File: config.mk
export PLATFORM = sky130hd
export DESIGN_NAME = uleb128_varint_codec_core
export DESIGN_NICKNAME = d
export VERILOG_FILES = /design/src/rtl/uleb_pkg.sv /design/src/rtl/uleb_dec.sv /design/src/rtl/uleb128_varint_codec_core.sv
export SDC_FILE = /design/constraint.sdc
export NUM_CORES = 1
export LEC_CHECK = 0
export ABC_AREA = 1
export BUFFER_PORTS_ARGS = -buffer_cell sky130_fd_sc_hd__buf_2
export CORE_UTILIZATION = 50
export DETAILED_ROUTE_END_ITERATION = 8
export PLACE_DENSITY_LB_ADDON = 0.3
export SLEW_MARGIN = 0
export SYNTH_ARGS = -nofsm -noshare
export SYNTH_HDL_FRONTEND = slang
export SYNTH_SLANG_ARGS = --single-unit
File: constraint.sdc
create_clock -name clk -period 4.65 [get_ports clk]
set_input_delay 0.465 -clock clk [delete_from_list [all_inputs] [get_ports clk]]
set_output_delay 0.465 -clock clk [all_outputs]
set_load 0.01 [all_outputs]
File: src/rtl/uleb_pkg.sv
package uleb_pkg;

  typedef enum logic [1:0] {
    KIND_BYTE     = 2'd0,
    KIND_VALUE    = 2'd1,
    KIND_OVERLONG = 2'd2
  } kind_t;

  localparam logic [7:0]  CONT_BIT   = 8'h80;
  localparam logic [7:0]  GROUP_MASK = 8'h7F;
  localparam logic [2:0]  LAST_POS   = 3'd4;
  localparam int unsigned GROUP_W    = 7;

  typedef struct packed {
    kind_t       kind;
    logic [7:0]  data;
    logic [31:0] value;
    logic        last;
  } res_t;

endpackage

File: src/rtl/uleb_dec.sv
module uleb_dec (
  input  logic          clk,
  input  logic          rst,
  input  logic          take,
  input  logic [7:0]    data,
  output logic          emit,
  output uleb_pkg::res_t res
);
  import uleb_pkg::*;

  logic [31:0] partial_value;
  logic [31:0] partial_value_next;
  logic [2:0]  byte_count;
  logic [2:0]  byte_count_next;
  logic [6:0]  group;
  logic [31:0] placed;
  logic [31:0] merged;
  logic        at_last;
  logic        done;

  assign group   = data[6:0];
  assign at_last = (byte_count >= LAST_POS);
  assign done    = ((data & CONT_BIT) == 8'h00);

  // fifth byte keeps only the four group bits that fit under bit 32
  always_comb begin
    unique case (byte_count)
      3'd0:    placed = {25'b0, group};
      3'd1:    placed = {18'b0, group, 7'b0};
      3'd2:    placed = {11'b0, group, 14'b0};
      3'd3:    placed = {4'b0, group, 21'b0};
      default: placed = {group[3:0], 28'b0};
    endcase
  end

  assign merged = partial_value | placed;
  assign emit   = done || at_last;

  always_comb begin
    res.kind  = done ? KIND_VALUE : KIND_OVERLONG;
    res.data  = 8'h00;
    res.value = done ? merged : 32'h0;
    res.last  = 1'b1;
  end

  always_comb begin
    if (emit) begin
      partial_value_next = 32'h0;
      byte_count_next    = 3'd0;
    end else begin
      partial_value_next = merged;
      byte_count_next    = byte_count + 3'd1;
    end
  end

  always_ff @(posedge clk) begin
    if (rst) begin
      partial_value <= 32'h0;
      byte_count    <= 3'd0;
    end else if (take) begin
      partial_value <= partial_value_next;
      byte_count    <= byte_count_next;
    end
  end

  a_count_range: assert property (@(posedge clk) disable iff (rst)
    byte_count <= LAST_POS)
    else $error("decode byte count out of range");

  a_clear_on_emit: assert property (@(posedge clk) disable iff (rst)
    take && emit |=> byte_count == 3'd0 && partial_value == 32'h0)
    else $error("decode state not cleared after result");

  a_overlong_pos: assert property (@(posedge clk) disable iff (rst)
    take && emit && !done |-> at_last)
    else $error("overlong flagged before fifth byte");

endmodule

File: src/rtl/uleb128_varint_codec_core.sv
// Channel | Beat                           | Handshake
// in      | mode, in_byte, in_value        | in_valid / in_stall
// out     | kind, out_byte, out_value, last| out_valid / out_stall
//
// One input register feeds one result register through short logic.
// Decode bytes and small encodes pass back to back unless the output stalls.
// An n-byte encode holds the input register, one byte per cycle unless stalled.
// rst is synchronous and clears both valid flags and the decode state.
// out_stall holds the result register; in_stall rises only while the
// held item still has results to deliver.
module uleb128_varint_codec_core (
  input  logic        clk,
  input  logic        rst,
  input  logic        in_valid,
  output logic        in_stall,
  input  logic        mode,
  input  logic [7:0]  in_byte,
  input  logic [31:0] in_value,
  output logic        out_valid,
  input  logic        out_stall,
  output logic [1:0]  kind,
  output logic [7:0]  out_byte,
  output logic [31:0] out_value,
  output logic        last
);
  import uleb_pkg::*;

  logic        hold_valid;
  logic        hold_mode;
  logic [7:0]  hold_byte;
  logic [31:0] hold_value;

  logic        adv;
  logic        enc_final;
  logic        dec_emit;
  logic        consume;
  logic        produce;
  logic        accept;
  res_t        dec_res;
  res_t        enc_res;
  res_t        res;
  res_t        res_next;

  // result register can load when it is empty or being drained this cycle
  assign adv = !(out_valid && out_stall);

  assign enc_final = (hold_value[31:GROUP_W] == '0);

  uleb_dec u_dec (
    .clk  (clk),
    .rst  (rst),
    .take (hold_valid && !hold_mode && consume),
    .data (hold_byte),
    .emit (dec_emit),
    .res  (dec_res)
  );

  always_comb begin
    enc_res.kind  = KIND_BYTE;
    enc_res.data  = enc_final ? (hold_value[7:0] & GROUP_MASK)
                              : ((hold_value[7:0] & GROUP_MASK) | CONT_BIT);
    enc_res.value = 32'h0;
    enc_res.last  = enc_final;
  end

  assign res_next = hold_mode ? enc_res : dec_res;
  assign consume  = hold_valid && (hold_mode ? (adv && enc_final) : (!dec_emit || adv));
  assign produce  = hold_valid && adv && (hold_mode || dec_emit);
  assign in_stall = hold_valid && !consume;
  assign accept   = in_valid && !in_stall;

  always_ff @(posedge clk) begin
    if (rst) begin
      hold_valid <= 1'b0;
    end else if (accept) begin
      hold_valid <= 1'b1;
    end else if (consume) begin
      hold_valid <= 1'b0;
    end
  end

  always_ff @(posedge clk) begin
    if (accept) begin
      hold_mode  <= mode;
      hold_byte  <= in_byte;
      hold_value <= in_value;
    end else if (produce && hold_mode) begin
      hold_value <= hold_value >> GROUP_W;
    end
  end

  always_ff @(posedge clk) begin
    if (rst) begin
      out_valid <= 1'b0;
    end else if (produce) begin
      out_valid <= 1'b1;
    end else if (!out_stall) begin
      out_valid <= 1'b0;
    end
  end

  always_ff @(posedge clk) begin
    if (produce) begin
      res <= res_next;
    end
  end

  assign kind      = res.kind;
  assign out_byte  = res.data;
  assign out_value = res.value;
  assign last      = res.last;

  a_err_last: assert property (@(posedge clk) disable iff (rst)
    out_valid && (res.kind != KIND_BYTE) |-> res.last)
    else $error("decode result without last");

  a_enc_blocks: assert property (@(posedge clk) disable iff (rst)
    hold_valid && hold_mode && !enc_final |-> in_stall)
    else $error("input taken while encode bytes remain");

  a_enc_final: assert property (@(posedge clk) disable iff (rst)
    produce && hold_mode && enc_final |=> out_valid && res.last)
    else $error("final encoded byte not flagged");

endmodule

---- Yosys cells after proc, flatten, opt, wreduce, memory -nomap -nowiden ----
Cells that the tools add are included.
word-level totals
  bits of input ports ..................... 45
  flip-flop bits (word level) ............. 121
  word-level logic and storage cells ...... 55
operators by class
  reductions and logical operators ........ 24
  order comparisons ....................... 1
  mux-type cells .......................... 12
  add/subtract/negate cells ............... 1
  bitwise logic cells ..................... 2
  eq/ne operators ......................... 4
operator list
  kind                                                                   count
  32-bit one-hot mux with 4 select lines                                 1
  32-bit 2-to-1 mux                                                      3
  32-bit bitwise OR                                                      1
  25-bit zero test                                                       1
  1-bit logical AND                                                      10
  8-bit zero test                                                        1
  8-bit 2-to-1 mux                                                       1
  3-bit by 2-bit equality test with 1-bit output, second input constant  2
  1-bit zero test                                                        5
  1-bit 2-to-1 mux                                                       5
  2-bit nonzero test                                                     2
  3-bit by 1-bit adder with 3-bit output, second input constant          1
  3-bit by 1-bit equality test with 1-bit output, second input constant  1
  3-bit greater-or-equal comparator, second input constant               1
  3-bit zero test                                                        1
  1-bit logical OR                                                       3
  3-bit 2-to-1 mux                                                       1
  2-bit 2-to-1 mux                                                       1
  2-bit by 1-bit != test with 1-bit output, second input constant        1
  2-bit OR reduction                                                     1
  1-bit inverter                                                         1

---- Longest topological paths before layout ----
  depth after elaboration ................. 11
  mapped depth ............................ 13
  depth with buffers taken out ............ 12

---- By module ----
A second synthesis with hierarchy kept.
second synthesis, totals
  cell total of the unflattened synthesis .. 680
  area, all modules ....................... 5715.5 um^2
by module, submodules not included
  module                     cells each  times used  sequential area each (um^2)  area an instance (um^2)
  uleb128_varint_codec_core  337         1           2562.5                       3618.5
  uleb_dec                   343         1           700.7                        2097.0

---- Worst setup path after synthesis ----
No wires, ideal clock.
  path type ............................... register to register
  from .................................... register hold_byte[7]
  to ...................................... register hold_value[0], enable pin
  setup slack ............................. 858 ps
  path buffers ............................ 0
  clock period less this slack ............ 3792 ps
  arrival ................................. 3402 ps
  required time ........................... 4261 ps
  cell stages (with the launch flop) ...... 8
  setup time .............................. 389 ps
  cell sequence ........................... edfxtp_1 > inv_2 > nor2_4 > nand2_2 > nand2_1 > nor2_1 > nand2_1 > nand2_1
between the ends
  elaborated cells on any way between the ends .. 14
RTL lines
  item                          RTL line                         source
  start, declared               uleb128_varint_codec_core.sv:30  logic [7:0] hold_byte;
  start signal, assigned        uleb128_varint_codec_core.sv:85  hold_byte <= in_byte;
  8-bit zero test               uleb_dec.sv:23                   assign done = ((data & CONT_BIT) == 8'h00);
  1-bit logical OR              uleb_dec.sv:37                   assign emit = done || at_last;
  1-bit logical OR              uleb128_varint_codec_core.sv:68  assign produce = hold_valid && adv && (hold_mode || dec_emit);
  1-bit logical AND             uleb128_varint_codec_core.sv:68
  via produce                   uleb128_varint_codec_core.sv:37  logic produce;
  1-bit logical AND             uleb128_varint_codec_core.sv:87  end else if (produce && hold_mode) begin
  2-bit nonzero test (no line)  --
  end signal, assigned          uleb128_varint_codec_core.sv:86  hold_value <= in_value;
  end signal, assigned          uleb128_varint_codec_core.sv:88  hold_value <= hold_value >> GROUP_W;
  end, declared                 uleb128_varint_codec_core.sv:31  logic [31:0] hold_value;
The timed path passes the listed nets, and every way through them passes these cells.
A chain may end at the register's enable or synchronous reset.

---- Worst setup path in the final report ----
  from .................................... register hold_value[7]
  to ...................................... register hold_value[6], enable pin
between the ends
  cells in the longest elaborated chain, start to end .. 9
RTL lines
  item                          RTL line                         source
  25-bit zero test              uleb128_varint_codec_core.sv:47  assign enc_final = (hold_value[31:GROUP_W] == '0);
  1-bit logical AND             uleb128_varint_codec_core.sv:67  assign consume = hold_valid && (hold_mode ? (adv && enc_final) : (!dec_emit || adv));
  1-bit 2-to-1 mux              uleb128_varint_codec_core.sv:67
  1-bit logical AND             uleb128_varint_codec_core.sv:67
  1-bit zero test               uleb128_varint_codec_core.sv:69  assign in_stall = hold_valid && !consume;
  1-bit logical AND             uleb128_varint_codec_core.sv:69
  1-bit zero test               uleb128_varint_codec_core.sv:70  assign accept = in_valid && !in_stall;
  1-bit logical AND             uleb128_varint_codec_core.sv:70
  2-bit nonzero test (no line)  --
Every way passes these cells.

==> summary.md <==
| Metric | Value |
|---|---|
| Status | `complete, no violations` |
| Post-synth EDFFs | `84` |
| Fin. Hold Viols | `0` |
| Die ar. | `10800 um2` |
| Cts repair resizes | `0` |
| Register area share after synthesis | `62.6%` |
| Worst vdd ir | `around 250 uV` |
| Area share of the largest cell type after synthesis | `between 40% and 50%` |
| Fmax | `about 340 MHz` |
| First-pass GRT wire length | `17.3 mm` |
| Final setup vio count | `0` |
| Post-synth cell types | `29` |
| Row cnt | `36` |
| Gp weighted congestion | `0.778` |
| Vias per std cell | `slightly below 5` |
| Initial Utilization | `52.4%` |
| Reg area | `3260 um2` |
| Synth async-reset ratio | `0%` |
| Final setup margin | `~1.7 ns` |
| Setup Crit Path Kind | `register to register` |
| Layout fillers | `slightly above 800` |
| Slew headroom | `48.5%` |
| Pwr/cell area | `approximately 420 nW/um2` |
| Mapped Nets | `567` |
| Critical Path Source Type | `register` |
| Initial antenna violation count | `0` |
| # hold bufs at CTS | `0` |
| Pre-antenna DRT Iters | `4` |
| Routed WL per cell | `13.8 um` |
| Placed cell count | `about 720` |
| Input/output buffers | `89` |
| Post-synth top flop | `edfxtp_1` |
| #FFs+latches synth | `121` |
| Pre-CTS WS | `between 1 and 1.5 ns` |
| Total core area | `between 9000 and 10000 um2` |
| Most area-consuming cells after synthesis | `edfxtp_1 (48%), dfxtp_1 (14%), nand2_1 (7.6%)` |
| CTS tree | `yes` |
| Syn Area/Cell | `10.1 um2` |
| Dpl hpwl | `6.64 mm` |
| GRT Overall Usage | `a little over a fifth` |
| P&R area growth vs syn | `21.1%` |
| Req. time, crit path | `4.88 ns` |
| Gr ovfl total | `0` |
| Multi-input gate area | `1490 um2` |
| RSZ-0062 raised after global routing | `false` |
| Number of global-route vias before repair | `3687` |
| DRC | `0` |
| Commonest cells after routing, fill and taps aside | `nand2_1 (105), buf_2 (89), inv_1 (85), edfxtp_1 (84), nor2_1 (47)` |
| Setup Fix Bufs, Post-CTS | `0` |
| # nets final | `between 600 and 700` |
| Layout cell share with drive strength beyond 1 | `between 20% and 30%` |
| H-tree depth | `4` |
| Number of DRC markers in iteration 0 | `approximately 210` |
| Post-DP Area | `between 5000 and 6000 um2` |
| ANT nets after route | `0` |
| Worst setup EP type | `register` |
| Finished layout cell area | `6310 um2` |
| Final period utilization | `a little under two thirds` |
| Max Fanout on Critical Path | `34` |
| Skew-Pair Late Insertion Delay | `~0.53 ns` |
| Pleak | `0.00272 uW` |
| CP arrival | `3.18 ns` |
| Yosys warns | `0` |
| CTS Sinks | `around 120` |
| Total CTS buffers | `17` |
| Ports | `90` |
| Die height | `104 um` |
| Commonest non-fill, non-tap cell in the layout | `nand2_1` |
| Pin count of the biggest net entering global routing | `44` |
| Final setup skew | `0.0104 ns` |
| Fin cells | `~750` |
| Mapped Cells | `517` |
| Die Wd | `approximately 100 um` |
| Final WL | `roughly 10 mm` |
| Worst hold path class | `input pin to register` |
| Via Count | `3689` |
| Setup TNS | `0 ns` |
| Max cap viols | `0` |
| Root Buffer | `clkbuf_8` |
| Reg clk slew, reported paths | `0.06 ns` |
| # diodes | `0` |
| Finished Core Util | `63.4%` |
| Post-synth top area cell | `edfxtp_1` |
| Post-Syn Area | `5210 um2` |
| Tmin final | `2.95 ns` |
| Fin. max-slew vios | `0` |
| Max Root-Sink Buffers | `2` |
| Worst Tran Pin Value | `0.772 ns` |
## per-layer routing
metal  up-vias  part of all wire, %  GRT usage [%]
li1       1850                    -              -
met1      1724                   43           26.2
met2        96                   50           33.9
met3        19                  5.4           5.01
met4         0                  1.8           10.0
met5         -                    0              0
## power by group
part           total [uW]  internal [uW]  switching [uW]
Combinational         189           60.6             129
Sequential           1240           1220            21.8
Clock                1240            794             445
Total                2670           2070             595
## stage by stage
| stage | hold WS [ns] | power (uW) |
|---|---|---|
| 3_5_place_dp | 0.453 | 1450 |
| 2_1_floorplan | 0.437 | 1380 |
| 6_report | 0.109 | 2670 |
| 3_3_place_gp | 0.443 | 1440 |
| 4_1_cts | 0.0972 | 2680 |
| 5_1_grt | 0.0899 | 2760 |
## synth_stat cells, types with 2 or more instances
master,n
inv_2,2
a21oi_2,7
o21ai_0,8
nand2_4,2
nor3_1,6
buf_4,2
ha_1,5
nand2_2,10
buf_2,4
dfxtp_1,37
nand2_1,105
o21bai_1,25
buf_6,4
nor3_2,12
nor2_1,48
edfxtp_1,84
clkbuf_1,7
a21oi_1,29
nand3_1,26
inv_1,85
## final timing paths
path	startpoint	endpoint	slack (ns)	cells past startpoint
hold reg to reg	u_dec.partial_value[21]$_SDFFE_PP0P_	u_dec.partial_value[21]$_SDFFE_PP0P_	0.46	2
setup reg to reg	hold_value[7]$_DFFE_PP_	hold_value[6]$_DFFE_PP_	1.70	12
setup / recovery	hold_value[7]$_DFFE_PP_	hold_value[6]$_DFFE_PP_	1.70	12
hold / removal	in_byte[2]	hold_byte[2]$_DFFE_PP_	0.11	1
## cell type report
class | count | area share [%]
clock inverter | 7 | 0.991
tap | 133 | 2.64
inverter | 89 | 5.37
multi-input combinational | 288 | 23.7
clock buffer | 25 | 8.01
timing repair buffer | 91 | 7.61
sequential | 121 | 51.7
## kinds of logic (layout without fill, tap and decap cells)
logic type	after synthesis	count (layout)	synth area share (%)
fa+ha+maj	5	5	1.20
buf+inv	108	212	8.91
simple gates	213	213	18.8
compound gates	70	70	8.47
flops	121	121	62.6
## registers in the layout, indices dropped and copies added, names as in the netlist
signal and count:
hold_byte 8, out_value 32, u_dec.byte_count 3, out_byte 8, last 1, hold_mode 1, u_dec.partial_value 32, kind 2
out_valid 1, hold_value 32, hold_valid 1
## worst max-delay path: stages (launching register included)
cell and delay [ns]:
edfxtp_1 0.39, inv_1 0.08, nand2_1 0.05, nor2_1 0.14, nand2_1 0.08, nor2_1 0.09, nand2_1 0.06, nand2_1 0.09
nand2_1 0.08, nand2_2 0.39, nand2_4 0.33, nand2_1 0.64, buf_16 0.23
Power figures use the tool's default switching activity.
